## src/rtl/core/tof_quad_modulation_sequencer_core_assert.svh

```systemverilog
// Assertion macros used by the sequencer back end.
`ifndef TOF_QUAD_MODULATION_SEQUENCER_CORE_ASSERT_SVH
`define TOF_QUAD_MODULATION_SEQUENCER_CORE_ASSERT_SVH
`ifndef ASSERT_OFF
`define TQMS_ASSERT_IMP(lbl, clk, rst_n, ante, cons, msg) \
	lbl: assert property (@(posedge clk) disable iff (!rst_n) (ante) |-> (cons)) else $error(msg);
`define TQMS_ASSERT_NXT(lbl, clk, rst_n, ante, cons, msg) \
	lbl: assert property (@(posedge clk) disable iff (!rst_n) (ante) |=> (cons)) else $error(msg);
`else
`define TQMS_ASSERT_IMP(lbl, clk, rst_n, ante, cons, msg)
`define TQMS_ASSERT_NXT(lbl, clk, rst_n, ante, cons, msg)
`endif
`endif

```

## src/rtl/core/tof_qms_pkg.sv

```systemverilog
// Types, constants and helper functions of the modulation sequencer.
`timescale 1ns / 1ps
package tof_qms_pkg;

	localparam int NUM_CH    = 4;
	localparam int CH_W      = 2;
	localparam int NUM_SLOTS = 8;
	localparam int SLOT_W    = 3;
	localparam int QUEUE_DEPTH = 2;

	localparam logic [2:0] CMD_BYTE  = 3'd0;
	localparam logic [2:0] CMD_ILLUM = 3'd1;
	localparam logic [2:0] CMD_EXPO  = 3'd2;
	localparam logic [2:0] CMD_FRAME = 3'd3;
	localparam logic [2:0] CMD_START = 3'd4;

	localparam logic KIND_WORDS  = 1'b0;
	localparam logic KIND_STATUS = 1'b1;

	localparam logic [7:0]  DELIM        = 8'hFF;
	localparam logic [5:0]  COUNT_MAX    = 6'd52;
	localparam logic [5:0]  PACKET_LEN   = 6'd51;
	localparam logic [5:0]  POS_HEAD     = 6'd0;
	localparam logic [5:0]  POS_CHANNEL  = 6'd1;
	localparam logic [5:0]  POS_FREQ     = 6'd2;
	localparam logic [5:0]  POS_PHASE    = 6'd34;
	localparam logic [5:0]  POS_TAIL     = 6'd50;
	localparam logic [31:0] DEFAULT_FREQ = 32'h1999_999A;

	typedef struct packed {
		logic [2:0]      cmd;
		logic            ack;
		logic            wr;
		logic [CH_W-1:0] ch;
	} op_t;

	typedef struct packed {
		logic              strobe;
		logic              kind;
		logic [CH_W-1:0]   channel;
		logic [31:0]       freq_word;
		logic [15:0]       phase_word;
		logic              phase_valid;
		logic              ack;
		logic [SLOT_W-1:0] slot;
		logic              last;
	} res_t;

	// Even channels step the phase by a sixteenth of a turn per slot after reset.
	function automatic logic [15:0] rst_phase(input logic [CH_W-1:0] c,
			input logic [SLOT_W-1:0] s);
		rst_phase = c[0] ? 16'h0000 : {2'b00, s[1:0], 12'h000};
	endfunction

endpackage

```

## src/rtl/core/tof_qms_fifo.sv

```systemverilog
// Short command queue between the front and the back of the sequencer.
`timescale 1ns / 1ps
module tof_qms_fifo (
	input  logic              clk,
	input  logic              arst_n,
	input  logic              push,
	input  tof_qms_pkg::op_t  din,
	input  logic              pop,
	output tof_qms_pkg::op_t  dout,
	output logic              empty,
	output logic              full
);

	tof_qms_pkg::op_t mem_q [tof_qms_pkg::QUEUE_DEPTH];
	logic wr_ptr_q;
	logic rd_ptr_q;
	logic [1:0] cnt_q;

	assign empty = (cnt_q == 2'd0);
	assign full  = (cnt_q == 2'(tof_qms_pkg::QUEUE_DEPTH));
	assign dout  = mem_q[rd_ptr_q];

	always_ff @(posedge clk) begin
		if (push) begin
			mem_q[wr_ptr_q] <= din;
		end
	end

	always_ff @(posedge clk or negedge arst_n) begin
		if (!arst_n) begin
			wr_ptr_q <= 1'b0;
			rd_ptr_q <= 1'b0;
			cnt_q    <= 2'd0;
		end else begin
			if (push) begin
				wr_ptr_q <= ~wr_ptr_q;
			end
			if (pop) begin
				rd_ptr_q <= ~rd_ptr_q;
			end
			if (push && !pop) begin
				cnt_q <= cnt_q + 2'd1;
			end else if (pop && !push) begin
				cnt_q <= cnt_q - 2'd1;
			end
		end
	end

endmodule

```

## src/rtl/core/tof_qms_front.sv

```systemverilog
// Front end: takes words, stages host packets and queues events for the back end.
`timescale 1ns / 1ps
module tof_qms_front (
	input  logic                           clk,
	input  logic                           arst_n,
	input  logic                           start,
	output logic                           busy,
	input  logic [2:0]                     cmd,
	input  logic [7:0]                     packet_byte,
	input  logic                           packet_end,
	output logic                           push,
	output tof_qms_pkg::op_t               push_op,
	input  logic                           queue_full,
	input  logic                           commit_done,
	input  logic [tof_qms_pkg::SLOT_W-1:0] stg_idx,
	output logic [31:0]                    stg_freq,
	output logic [15:0]                    stg_phase
);

	logic [5:0] byte_count_q;
	logic       frame_ok_q;
	logic [7:0] staged_ch_q;
	logic       commit_pend_q;
	logic [31:0] stg_freq_q  [tof_qms_pkg::NUM_SLOTS];
	logic [15:0] stg_phase_q [tof_qms_pkg::NUM_SLOTS];

	logic       acc;
	logic       is_byte;
	logic       delim_bad;
	logic       ok_n;
	logic [5:0] cnt_inc;
	logic       pkt_ack;
	logic [5:0] foff;
	logic [5:0] poff;

	// A pending table load reads the staging words, so new words wait for it.
	assign busy    = queue_full || commit_pend_q;
	assign acc     = start && !busy;
	assign is_byte = (cmd == tof_qms_pkg::CMD_BYTE);

	assign delim_bad = ((byte_count_q == tof_qms_pkg::POS_HEAD) ||
			(byte_count_q == tof_qms_pkg::POS_TAIL)) && (packet_byte != tof_qms_pkg::DELIM);
	assign ok_n    = frame_ok_q && !delim_bad;
	assign cnt_inc = (byte_count_q < tof_qms_pkg::COUNT_MAX) ? byte_count_q + 6'd1
			: byte_count_q;
	assign pkt_ack = (cnt_inc == tof_qms_pkg::PACKET_LEN) && ok_n;
	assign foff    = byte_count_q - tof_qms_pkg::POS_FREQ;
	assign poff    = byte_count_q - tof_qms_pkg::POS_PHASE;

	always_comb begin
		push            = 1'b0;
		push_op.cmd     = cmd;
		push_op.ack     = pkt_ack;
		push_op.wr      = pkt_ack && (staged_ch_q < 8'(tof_qms_pkg::NUM_CH));
		push_op.ch      = staged_ch_q[tof_qms_pkg::CH_W-1:0];
		if (acc) begin
			unique case (cmd)
				tof_qms_pkg::CMD_BYTE:  push = packet_end;
				tof_qms_pkg::CMD_ILLUM,
				tof_qms_pkg::CMD_EXPO,
				tof_qms_pkg::CMD_FRAME,
				tof_qms_pkg::CMD_START: push = 1'b1;
				default:                push = 1'b0;
			endcase
		end
	end

	assign stg_freq  = stg_freq_q[stg_idx];
	assign stg_phase = stg_phase_q[stg_idx];

	always_ff @(posedge clk) begin
		if (acc && is_byte) begin
			if (byte_count_q == tof_qms_pkg::POS_CHANNEL) begin
				staged_ch_q <= packet_byte;
			end
			if ((byte_count_q >= tof_qms_pkg::POS_FREQ) &&
					(byte_count_q < tof_qms_pkg::POS_PHASE)) begin
				stg_freq_q[foff[4:2]][{~foff[1:0], 3'b000} +: 8] <= packet_byte;
			end
			if ((byte_count_q >= tof_qms_pkg::POS_PHASE) &&
					(byte_count_q < tof_qms_pkg::POS_TAIL)) begin
				stg_phase_q[poff[3:1]][{~poff[0], 3'b000} +: 8] <= packet_byte;
			end
		end
	end

	always_ff @(posedge clk or negedge arst_n) begin
		if (!arst_n) begin
			byte_count_q  <= 6'd0;
			frame_ok_q    <= 1'b1;
			commit_pend_q <= 1'b0;
		end else begin
			if (acc && is_byte) begin
				if (packet_end) begin
					byte_count_q <= 6'd0;
					frame_ok_q   <= 1'b1;
				end else begin
					byte_count_q <= cnt_inc;
					frame_ok_q   <= ok_n;
				end
			end
			if (push && is_byte && push_op.wr) begin
				commit_pend_q <= 1'b1;
			end else if (commit_done) begin
				commit_pend_q <= 1'b0;
			end
		end
	end

endmodule

```

## src/rtl/core/tof_qms_back.sv

```systemverilog
// Back end: runs queued events, owns the slot tables and drives the result register.
`timescale 1ns / 1ps
`include "tof_quad_modulation_sequencer_core_assert.svh"
module tof_qms_back (
	input  logic                           clk,
	input  logic                           arst_n,
	input  logic                           queue_empty,
	input  tof_qms_pkg::op_t               op,
	output logic                           pop,
	output logic                           commit_done,
	output logic [tof_qms_pkg::SLOT_W-1:0] stg_idx,
	input  logic [31:0]                    stg_freq,
	input  logic [15:0]                    stg_phase,
	output tof_qms_pkg::res_t              res
);

	localparam logic [1:0] ST_IDLE   = 2'd0;
	localparam logic [1:0] ST_EMIT   = 2'd1;
	localparam logic [1:0] ST_COMMIT = 2'd2;

	localparam int CH_W   = tof_qms_pkg::CH_W;
	localparam int SLOT_W = tof_qms_pkg::SLOT_W;

	logic [1:0]        state_q;
	logic [SLOT_W-1:0] idx_q;
	logic              shut_q;
	logic [CH_W-1:0]   ch_q;
	logic [1:0]        quad_q;
	logic              parity_q;
	logic [SLOT_W-1:0] slot_q;
	logic              modulating_q;
	logic [tof_qms_pkg::NUM_CH-1:0] tbl_valid_q;
	logic [31:0] cur_freq_q  [tof_qms_pkg::NUM_CH];
	logic [15:0] cur_phase_q [tof_qms_pkg::NUM_CH];
	logic [31:0] freq_tbl_q  [tof_qms_pkg::NUM_CH][tof_qms_pkg::NUM_SLOTS];
	logic [15:0] phase_tbl_q [tof_qms_pkg::NUM_CH][tof_qms_pkg::NUM_SLOTS];
	tof_qms_pkg::res_t res_q;

	logic [1:0]        quad_n;
	logic [SLOT_W-1:0] slot_n;
	logic              latch;
	logic [CH_W-1:0]   emit_ch;
	logic              emit_last;
	logic              commit_last;

	assign pop     = (state_q == ST_IDLE) && !queue_empty;
	assign stg_idx = idx_q;
	assign res     = res_q;

	// Even frames visit slots 0,5,6,7 and odd frames visit 4,1,2,3.
	assign quad_n = quad_q + 2'd1;
	always_comb begin
		if (parity_q) begin
			slot_n = (quad_n == 2'd0) ? 3'd4 : {1'b0, quad_n};
		end else begin
			slot_n = (quad_n == 2'd0) ? 3'd0 : {1'b1, quad_n};
		end
	end

	assign latch       = pop && (op.cmd == tof_qms_pkg::CMD_EXPO);
	assign emit_ch     = idx_q[CH_W-1:0];
	assign emit_last   = (emit_ch == CH_W'(tof_qms_pkg::NUM_CH - 1));
	assign commit_last = (idx_q == SLOT_W'(tof_qms_pkg::NUM_SLOTS - 1));
	assign commit_done = (state_q == ST_COMMIT) && commit_last;

	always_ff @(posedge clk) begin
		if (state_q == ST_COMMIT) begin
			freq_tbl_q[ch_q][idx_q]  <= stg_freq;
			phase_tbl_q[ch_q][idx_q] <= stg_phase;
		end
	end

	always_ff @(posedge clk or negedge arst_n) begin
		if (!arst_n) begin
			for (int c = 0; c < tof_qms_pkg::NUM_CH; c++) begin
				cur_freq_q[c]  <= tof_qms_pkg::DEFAULT_FREQ;
				cur_phase_q[c] <= 16'h0000;
			end
		end else if (latch) begin
			for (int c = 0; c < tof_qms_pkg::NUM_CH; c++) begin
				if (tbl_valid_q[c]) begin
					cur_freq_q[c]  <= freq_tbl_q[c][slot_n];
					cur_phase_q[c] <= phase_tbl_q[c][slot_n];
				end else begin
					cur_freq_q[c]  <= tof_qms_pkg::DEFAULT_FREQ;
					cur_phase_q[c] <= tof_qms_pkg::rst_phase(CH_W'(c), slot_n);
				end
			end
		end
	end

	always_ff @(posedge clk or negedge arst_n) begin
		if (!arst_n) begin
			state_q      <= ST_IDLE;
			idx_q        <= '0;
			shut_q       <= 1'b0;
			ch_q         <= '0;
			quad_q       <= 2'd0;
			parity_q     <= 1'b0;
			slot_q       <= '0;
			modulating_q <= 1'b0;
			tbl_valid_q  <= '0;
			res_q        <= '0;
		end else begin
			res_q.strobe <= 1'b0;
			unique case (state_q)
				ST_IDLE: begin
					if (pop) begin
						unique case (op.cmd)
							tof_qms_pkg::CMD_ILLUM: begin
								modulating_q <= 1'b1;
								shut_q       <= 1'b0;
								idx_q        <= '0;
								state_q      <= ST_EMIT;
							end
							tof_qms_pkg::CMD_EXPO: begin
								modulating_q <= 1'b0;
								quad_q       <= quad_n;
								slot_q       <= slot_n;
								shut_q       <= 1'b1;
								idx_q        <= '0;
								state_q      <= ST_EMIT;
							end
							tof_qms_pkg::CMD_FRAME: begin
								quad_q   <= 2'd0;
								parity_q <= ~parity_q;
							end
							tof_qms_pkg::CMD_START: begin
								parity_q <= 1'b0;
							end
							tof_qms_pkg::CMD_BYTE: begin
								if (op.ack) begin
									parity_q <= 1'b0;
								end
								if (op.wr) begin
									ch_q    <= op.ch;
									idx_q   <= '0;
									state_q <= ST_COMMIT;
								end else begin
									res_q.strobe      <= 1'b1;
									res_q.kind        <= tof_qms_pkg::KIND_STATUS;
									res_q.channel     <= '0;
									res_q.freq_word   <= 32'd0;
									res_q.phase_word  <= 16'd0;
									res_q.phase_valid <= 1'b0;
									res_q.ack         <= op.ack;
									res_q.slot        <= slot_q;
									res_q.last        <= 1'b1;
								end
							end
							default: begin
							end
						endcase
					end
				end
				ST_EMIT: begin
					res_q.strobe      <= 1'b1;
					res_q.kind        <= tof_qms_pkg::KIND_WORDS;
					res_q.channel     <= emit_ch;
					res_q.freq_word   <= shut_q ? 32'd0 : cur_freq_q[emit_ch];
					res_q.phase_word  <= shut_q ? 16'd0 : cur_phase_q[emit_ch];
					res_q.phase_valid <= ~shut_q;
					res_q.ack         <= 1'b0;
					res_q.slot        <= slot_q;
					res_q.last        <= emit_last;
					idx_q             <= idx_q + SLOT_W'(1);
					if (emit_last) begin
						state_q <= ST_IDLE;
					end
				end
				ST_COMMIT: begin
					idx_q <= idx_q + SLOT_W'(1);
					if (commit_last) begin
						tbl_valid_q[ch_q] <= 1'b1;
						res_q.strobe      <= 1'b1;
						res_q.kind        <= tof_qms_pkg::KIND_STATUS;
						res_q.channel     <= '0;
						res_q.freq_word   <= 32'd0;
						res_q.phase_word  <= 16'd0;
						res_q.phase_valid <= 1'b0;
						res_q.ack         <= 1'b1;
						res_q.slot        <= slot_q;
						res_q.last        <= 1'b1;
						state_q           <= ST_IDLE;
					end
				end
				default: begin
					state_q <= ST_IDLE;
				end
			endcase
		end
	end

	`TQMS_ASSERT_IMP(a_words_while_mod, clk, arst_n, res_q.strobe && (res_q.kind == tof_qms_pkg::KIND_WORDS) && res_q.phase_valid, modulating_q, "tuning words sent while not modulating")
	`TQMS_ASSERT_NXT(a_emit_strobes, clk, arst_n, state_q == ST_EMIT, res_q.strobe, "emit cycle produced no word")
	`TQMS_ASSERT_NXT(a_commit_acks, clk, arst_n, commit_done, res_q.strobe && res_q.ack && res_q.last, "table load ended without an ack")

endmodule

```

## src/rtl/core/tof_quad_modulation_sequencer_core.sv

```systemverilog
// Top level of the time-of-flight quad modulation sequencer.
//
//  channel  | handshake              | payload
//  ---------+------------------------+--------------------------------------------
//  command  | start, busy            | cmd, packet_byte, packet_end
//  result   | strobe (one cycle)     | kind, channel, freq_word, phase_word,
//           |                        | phase_valid, ack, slot, last
//
// A word is taken when start is high and busy is low. Illumination and exposure
// events give four results on consecutive cycles, a packet end gives one status
// result in the cycle after dequeue, or at the end of a channel table load (one
// slot per cycle from the staging words). Frame tick and start events give no
// result. A two-word queue lets the front take words while the back emits;
// busy is high while the queue is full or a table load is pending.
// Reset is asynchronous and active low; the receiver cannot stall the results.
`timescale 1ns / 1ps
module tof_quad_modulation_sequencer_core (
	input  logic        clk,
	input  logic        arst_n,
	input  logic        start,
	output logic        busy,
	input  logic [2:0]  cmd,
	input  logic [7:0]  packet_byte,
	input  logic        packet_end,
	output logic        strobe,
	output logic        kind,
	output logic [1:0]  channel,
	output logic [31:0] freq_word,
	output logic [15:0] phase_word,
	output logic        phase_valid,
	output logic        ack,
	output logic [2:0]  slot,
	output logic        last
);

	tof_qms_pkg::op_t  push_op;
	tof_qms_pkg::op_t  head_op;
	tof_qms_pkg::res_t res;
	logic push;
	logic pop;
	logic q_empty;
	logic q_full;
	logic commit_done;
	logic [tof_qms_pkg::SLOT_W-1:0] stg_idx;
	logic [31:0] stg_freq;
	logic [15:0] stg_phase;

	tof_qms_front u_front (
		.clk         (clk),
		.arst_n      (arst_n),
		.start       (start),
		.busy        (busy),
		.cmd         (cmd),
		.packet_byte (packet_byte),
		.packet_end  (packet_end),
		.push        (push),
		.push_op     (push_op),
		.queue_full  (q_full),
		.commit_done (commit_done),
		.stg_idx     (stg_idx),
		.stg_freq    (stg_freq),
		.stg_phase   (stg_phase)
	);

	tof_qms_fifo u_fifo (
		.clk    (clk),
		.arst_n (arst_n),
		.push   (push),
		.din    (push_op),
		.pop    (pop),
		.dout   (head_op),
		.empty  (q_empty),
		.full   (q_full)
	);

	tof_qms_back u_back (
		.clk         (clk),
		.arst_n      (arst_n),
		.queue_empty (q_empty),
		.op          (head_op),
		.pop         (pop),
		.commit_done (commit_done),
		.stg_idx     (stg_idx),
		.stg_freq    (stg_freq),
		.stg_phase   (stg_phase),
		.res         (res)
	);

	assign strobe      = res.strobe;
	assign kind        = res.kind;
	assign channel     = res.channel;
	assign freq_word   = res.freq_word;
	assign phase_word  = res.phase_word;
	assign phase_valid = res.phase_valid;
	assign ack         = res.ack;
	assign slot        = res.slot;
	assign last        = res.last;

endmodule
```

## config.mk

```make
export PLATFORM = sky130hd
export DESIGN_NAME = tof_quad_modulation_sequencer_core
export DESIGN_NICKNAME = d
export VERILOG_FILES = /design/src/rtl/core/tof_qms_pkg.sv /design/src/rtl/core/tof_qms_fifo.sv /design/src/rtl/core/tof_qms_front.sv /design/src/rtl/core/tof_qms_back.sv /design/src/rtl/core/tof_quad_modulation_sequencer_core.sv
export VERILOG_INCLUDE_DIRS = /design/src /design/src/rtl/core
export SDC_FILE = /design/constraint.sdc
export NUM_CORES = 2
export LEC_CHECK = 0
export ABC_AREA = 0
export BUFFER_PORTS_ARGS = -buffer_cell sky130_fd_sc_hd__buf_2
export CAP_MARGIN = 10
export CELL_PAD_IN_SITES_DETAIL_PLACEMENT = 2
export CELL_PAD_IN_SITES_GLOBAL_PLACEMENT = 2
export CORE_MARGIN = 2
export CORE_UTILIZATION = 45
export DETAILED_ROUTE_END_ITERATION = 7
export GPL_TIMING_DRIVEN = 1
export PLACE_DENSITY_LB_ADDON = 0.1
export SYNTH_ARGS = -nofsm -noshare
export SYNTH_HDL_FRONTEND = slang
export SYNTH_SLANG_ARGS = --single-unit
```

## constraint.sdc

```tcl
create_clock -name clk -period 3.9 [get_ports clk]
set_clock_uncertainty 0.1 [all_clocks]
set_input_delay 0.195 -clock clk [delete_from_list [all_inputs] [get_ports clk]]
set_output_delay 0.195 -clock clk [all_outputs]
set_load 0.005 [all_outputs]
```

---- Yosys cells after proc, flatten, opt, wreduce, memory -nomap -nowiden ----
Memory sizes are Yosys's and may differ from the RTL's.
Index checks and enable logic that the tools add are counted.
word-level totals
  memories ................................ 5
  output and inout port bits .............. 59
  RAM bits ................................ 1,934
  input port bits ......................... 15
  logic and storage cells ................. 235
  register bits after elaboration ......... 288
operators by class
  bitwise logic cells ..................... 10
  equality and inequality tests ........... 25
  shift operators ......................... 4
  muxes and demuxes ....................... 88
  order comparisons ....................... 12
  add/sub/neg operators ................... 9
  reduce and logical (&&, ||, !) cells .... 50
memory list
  memory               words  width  read ports  clocked after memory_dff  wr ports  line                 RTL
  u_back.freq_tbl_q    4      256    4           0                         1         tof_qms_back.sv:35   logic [31:0] freq_tbl_q [tof_qms_pkg::NUM_CH][tof_qms_pkg::NUM_SLOTS];
  u_back.phase_tbl_q   4      128    4           0                         1         tof_qms_back.sv:36   logic [15:0] phase_tbl_q [tof_qms_pkg::NUM_CH][tof_qms_pkg::NUM_SLOTS];
  u_front.stg_freq_q   8      32     1           0                         1         tof_qms_front.sv:24  logic [31:0] stg_freq_q [tof_qms_pkg::NUM_SLOTS];
  u_front.stg_phase_q  8      16     1           0                         1         tof_qms_front.sv:25  logic [15:0] stg_phase_q [tof_qms_pkg::NUM_SLOTS];
  u_fifo.mem_q         2      7      1           0                         1         tof_qms_fifo.sv:14   tof_qms_pkg::op_t mem_q [tof_qms_pkg::QUEUE_DEPTH];
operators with widths
  kind                      count
  $mux W32                  17
  $bmux W32 S3              4
  $mux W16                  17
  $mux W256                 1
  $mux W58                  4
  $bmux W16 S3              4
  $pmux W58 S3              1
  $mux W128                 1
  $demux W32 S3             1
  $bmux W32 S2              1
  $demux W16 S3             1
  $bmux W16 S2              1
  $shift A8 B7 Y32 const A  1
  $shiftx A8 B7 Y32         1
  $lt A6 B6 Y1 const B      3
  $logic_and A1 B1 Y1       17
  $shift A8 B6 Y16 const A  1
  $shiftx A8 B6 Y16         1
  $mux W3                   5
  $mux W1                   13
  $eq A3 B2 Y1 const B      4
  $eq A6 B6 Y1 const B      2
  $mux W2                   6
  $mux W6                   2
  49 further kinds          89

---- Depth between registers and ports, before layout ----
  word-level depth ........................ 9
  gate-level depth with buffers ........... 10
  mapped depth without buffers ............ 8

---- Modules after synthesis ----
Synthesis repeated with hierarchy kept, for this count alone.
unflattened totals
  cell total of the unflattened synthesis .. 4,057
  area total of the unflattened synthesis .. 85,557.1 um^2
by module, submodules not included
  module         cells each  seq. area each (um^2)  area an instance (um^2)  times used
  tof_qms_back   3,198       52,905.7               68,430.6                 1
  tof_qms_front  821         11,972.7               16,427.0                 1
  tof_qms_fifo   38          520.5                  699.4                    1

---- Worst setup path after synthesis ----
Ideal clock, no wire load.
  kind .................................... register to register
  from .................................... reg u_back.idx_q[0] (netlist: u_back.stg_idx[0])
  to ...................................... mem u_back.freq_tbl_q[3][100] (netlist name) (enable)
  required time ........................... 3.346 ns
  buffers on the path ..................... 3
  arrival ................................. 3.557 ns
  library setup time ...................... 0.454 ns
  clock period less this slack ............ 4.111 ns
  stages on the path, launching flop included .. 7
  slack ................................... -0.211 ns
  cell sequence ........................... dfrtp_1 > buf_2 > buf_2 > nor2_1 > clkbuf_1 > nand3_1 > nor2_1
on the way
  word-level cells in the longest chain between the ends .. 6
  elaborated cells on any way between the ends .. 7
  classes of those cells .................. order compare: 2; mux: 3; bitwise: 1; reduce/logical: 1
ends and longest elaborated chain
  what                                                                       line                 RTL
  start, declared                                                            tof_qms_back.sv:25   logic [SLOT_W-1:0] idx_q;
  start signal, assigned                                                     tof_qms_back.sv:166  idx_q <= idx_q + SLOT_W'(1);
  start signal, assigned                                                     tof_qms_back.sv:172  idx_q <= idx_q + SLOT_W'(1);
  $not A3 Y4 (implied by the code) *                                         tof_qms_back.sv:68   freq_tbl_q[ch_q][idx_q] <= stg_freq;
  $ge A4 B4 Y1 (implied by the code) / $lt A4 B1 Y1 (equally long branches)  tof_qms_back.sv:68
  $logic_and A1 B1 Y1 (implied by the code)                                  tof_qms_back.sv:68
  $mux W32 (implied by the code)                                             tof_qms_back.sv:68
  $demux W32 S3 *                                                            tof_qms_back.sv:68
  $mux W256 (implied by the code) *                                          tof_qms_back.sv:68
  end, declared                                                              tof_qms_back.sv:35
Mark *: on every way between the ends. The rest lies on a longest branch, timed or not.

---- Worst setup path after layout ----
  from .................................... reg u_back.idx_q[1] (netlist: u_back.stg_idx[1])
  to ...................................... mem u_back.phase_tbl_q[1][54] (netlist name) (enable)
on the way
  word-level cells in the longest chain between the ends .. 6
  elaborated cells on any way between the ends .. 7
  classes of those cells .................. order compare: 2; mux: 3; bitwise: 1; reduce/logical: 1
ends and longest elaborated chain
  what                                                                       line                RTL
  $not A3 Y4 (implied by the code) *                                         tof_qms_back.sv:69  phase_tbl_q[ch_q][idx_q] <= stg_phase;
  $ge A4 B4 Y1 (implied by the code) / $lt A4 B1 Y1 (equally long branches)  tof_qms_back.sv:69
  $logic_and A1 B1 Y1 (implied by the code)                                  tof_qms_back.sv:69
  $mux W16 (implied by the code)                                             tof_qms_back.sv:69
  $demux W16 S3 *                                                            tof_qms_back.sv:69
  $mux W128 (implied by the code) *                                          tof_qms_back.sv:69
  end, declared                                                              tof_qms_back.sv:36
Marked as above.

==> impl_metrics.toml <==
[status]
status = "completed"

[timing]
tns_ps = 0
rsz0062_at_grt = "no"
period_share_pct = 82.81
setup_viol = 0
hold_violations = 0
tightest_slew_ps = 1260
slew_viol_final = 0
max_freq_mhz = 309.6
min_period_ps = 3230
max_slew_margin_pct = 15.71

[routing]
drtIter0Drc = 4211
ant_nets = 0
via_per_inst = 6.001
wl_per_cell_um = 34.95
wl_um = 259800
vias = 44610
drc = 0
drt_first_pass_iters = 6

[clock_tree]
clockRootBuffer = "clkbuf_16"
cts.sinks = 2222
h-tree-depth = 4
tritoncts = "built"
clkLatencyLatePin_ps = 870
cts_buffers = 228
cts_setup_buffers = 0
clk_pin_slew_worst_paths_ps = 60
clockBufferDepth = 3

[synth]
synth-seq-cells = 2222
syn_avg_cell_area_um2 = 19.54
synthFlopType = "edfxtp_1"
ys_warn_count = 0
synthCells = 4393
ys_seq_area_share_pct = 76.19
syn_nets = 4424
synth-edff-count = 1942
synthArstFlopShare_pct = 12.60
ys_types = 63
syn_area_mm2 = 0.08583

[min_path]
holdCritPathClass = "primary input to flop"

[cells_and_area]
stdcell_area_mm2 = 0.09901
n_fill_cell = 16320
final_cell_mix = "1,942 x edfxtp_1, 432 x mux4_2, 300 x nand2_1"
area_growth_pct = 15.34
drive_gt1_share_pct = 27.27
final_common_cell = "edfxtp_1"
num-nets-final = 4748

[worst_setup_path]
crit_fanout = 35
crit_arrival_ps = 3660
crit_path_cell_trace = "nor2_2 > nand3_1 > nor2_4 > buf_12"
reg2reg_slack_ps = 670
crit_path_top_delay_cell = "dfrtp_4"
end_kind = "flop"
crit_type = "flop to flop"
cp-start-kind = "flop"
cp.required_ps = 4330
slowest_delay_ps = 730

[power]
power_density_mw_per_mm2 = 756.2
p_clk_share_pct = 29.7
p_comb_share_pct = 29.5
power_w = 0.07486
power.leakage_nw = 32.89
seqPwrFrac_pct = 40.8
p_int_w = 0.05158
peakVddDrop_mv = 0.5716
swShare_pct = 31.09
p_sw_w = 0.02328

[die]
die_h_um = 440.7
dieArea_mm2 = 0.1943
initial_core_util_pct = 45.23
pin_count = 74
core_area_mm2 = 0.1898
fp-row-count = 160
die_x_um = 440.7

[job]
cap_violations = 0

[place]
routabilityCongestion = 0.7732
post_dp_cell_area_mm2 = 0.09109
hpwl_um = 148500
io_buffers = 73

[grt]
grt_overflow_total = 0
grt_max_degree = 106
antenna_found_initial = 5
grt_pass1_vias = 48690
grt_pass1_wl_um = 370800
grt_util_all_layers_pct = 27.07
## cell usage after synthesis (all sizes together), types with 10 or more instances
library cell | instances | area, µm²
mux2i | 268 | 2703
o22a | 106 | 928.4
mux4 | 432 | 9729
o21ai | 248 | 1241
nor4 | 10 | 62.56
nand2 | 306 | 1156
mux2 | 77 | 867.1
dfstp | 61 | 1603
dfrtp | 219 | 5480
clkbuf | 95 | 356.6
nor2b | 11 | 68.82
a21oi | 89 | 456.7
nor3 | 14 | 70.07
a22oi | 16 | 120.1
buf | 153 | 882.1
nand3 | 16 | 80.08
edfxtp | 1942 | 58320
inv | 28 | 105.1
ha | 16 | 200.2
nor2 | 203 | 769.5
nand2b | 10 | 62.56
## power by group through the flow
stage          Clock [W]  Sequential (W)  Combinational, W
6_report          0.0222          0.0305            0.0221
4_1_cts           0.0226          0.0305            0.0224
2_1_floorplan          0          0.0307            0.0145
3_3_place_gp           0          0.0309            0.0216
5_1_grt           0.0234          0.0306            0.0236
3_5_place_dp           0          0.0310            0.0222
## metal layers
metal	global-route usage (%)	vias up	share of wire (%)	routed length, µm
met3	3.479	348	4.3	11190
li1	-	18240	-	-
met1	37.23	24770	43	110500
met2	45.91	1250	51	131500
met5	0	-	0	0
met4	6.958	0	2.5	6620
## kinds of logic (layout without fill, tap and decap cells)
family	Yosys count	count (layout)	synth area share, %
flip-flops	2222	2222	76.19
buffers and inverters	276	804	1.566
multiplexers	777	777	15.49
adder cells (fa/ha/maj)	16	16	0.2332
other	0	2	0
AND/OR/NAND/NOR	601	601	2.894
AO/OA/AOI/OAI	492	492	3.509
XOR/XNOR	9	9	0.1137
## through the flow
| step | hold WS (ps) | instances | utilization, % | setup WS [ps] |
|---|---|---|---|---|
| 6_report | 109.7 | 7434 | 52.17 | 670.5 |
| 5_1_grt | 129.9 | 7433 | 52.17 | 566.6 |
| 4_1_cts | 49.15 | 7430 | 52.15 | 715.9 |
| 3_5_place_dp | 136.7 | 6969 | 48.00 | 756.5 |
| 3_3_place_gp | 124.2 | 6969 | 48.00 | 853.6 |
| 2_1_floorplan | -200.6 | 4393 | - | -211.0 |
## final timing paths
| path | from | to | cells after the start |
|---|---|---|---|
| max in group asynchronous | arst_n | u_back.cur_phase_q[38] | 4 |
| min reg2reg | u_back.res[18] | u_back.res[18] | 2 |
| max | u_back.stg_idx[1] | u_back.phase_tbl_q[1][54] | 4 |
| min in group asynchronous | arst_n | u_front.frame_ok_q | 3 |
| min | packet_end | u_front.byte_count_q[5] | 3 |
| max reg2reg | u_back.stg_idx[1] | u_back.phase_tbl_q[1][54] | 4 |
## flip-flops by register name, summed over array words and instances, names as in the netlist
register	cells
u_back.tbl_valid_q	4
u_front.frame_ok_q	1
u_fifo.wr_ptr_q	1
u_back.stg_idx	3
u_back.quad_q	2
u_back.ch_q	2
u_back.shut_q	1
u_back.res	58
u_back.phase_tbl_q	512
u_back.parity_q	1
u_fifo.cnt_q	2
u_fifo.rd_ptr_q	1
u_back.cur_freq_q	128
u_back.state_q	2
u_back.slot_q	3
u_back.cur_phase_q	64
u_back.freq_tbl_q	1024
u_front.stg_freq_q	256
u_front.staged_ch_q	8
u_front.byte_count_q	6
u_front.commit_pend_q	1
u_front.stg_phase_q	128
u_fifo.mem_q	14
## cell type report
| cell class | instances | area [µm²] | share of cell area (%) |
|---|---|---|---|
| multi-input cells | 1895 | 19590 | 19.79 |
| clock inverters | 112 | 1165 | 1.177 |
| well taps | 2511 | 3142 | 3.173 |
| inverters | 28 | 105.1 | 0.1062 |
| clock buffers | 322 | 6424 | 6.488 |
| repair buffers | 342 | 3158 | 3.190 |
| flip-flops and latches | 2222 | 65410 | 66.07 |
| diodes | 2 | 5.005 | 0.005055 |
## worst max-delay path, delay by kind of cell, from the launching register on
family        cells  cell delay [ps]
buf+inv           1              320
simple gates      3             1660
flops             1              730
## what timing repair did
item	in CTS	in global routing
setup endpoints to repair	0	0
gates resized for setup	0	0
hold buffers	27	0
hold endpoints to repair	420	0
Note: power is estimated with default switching activity, not from simulation.
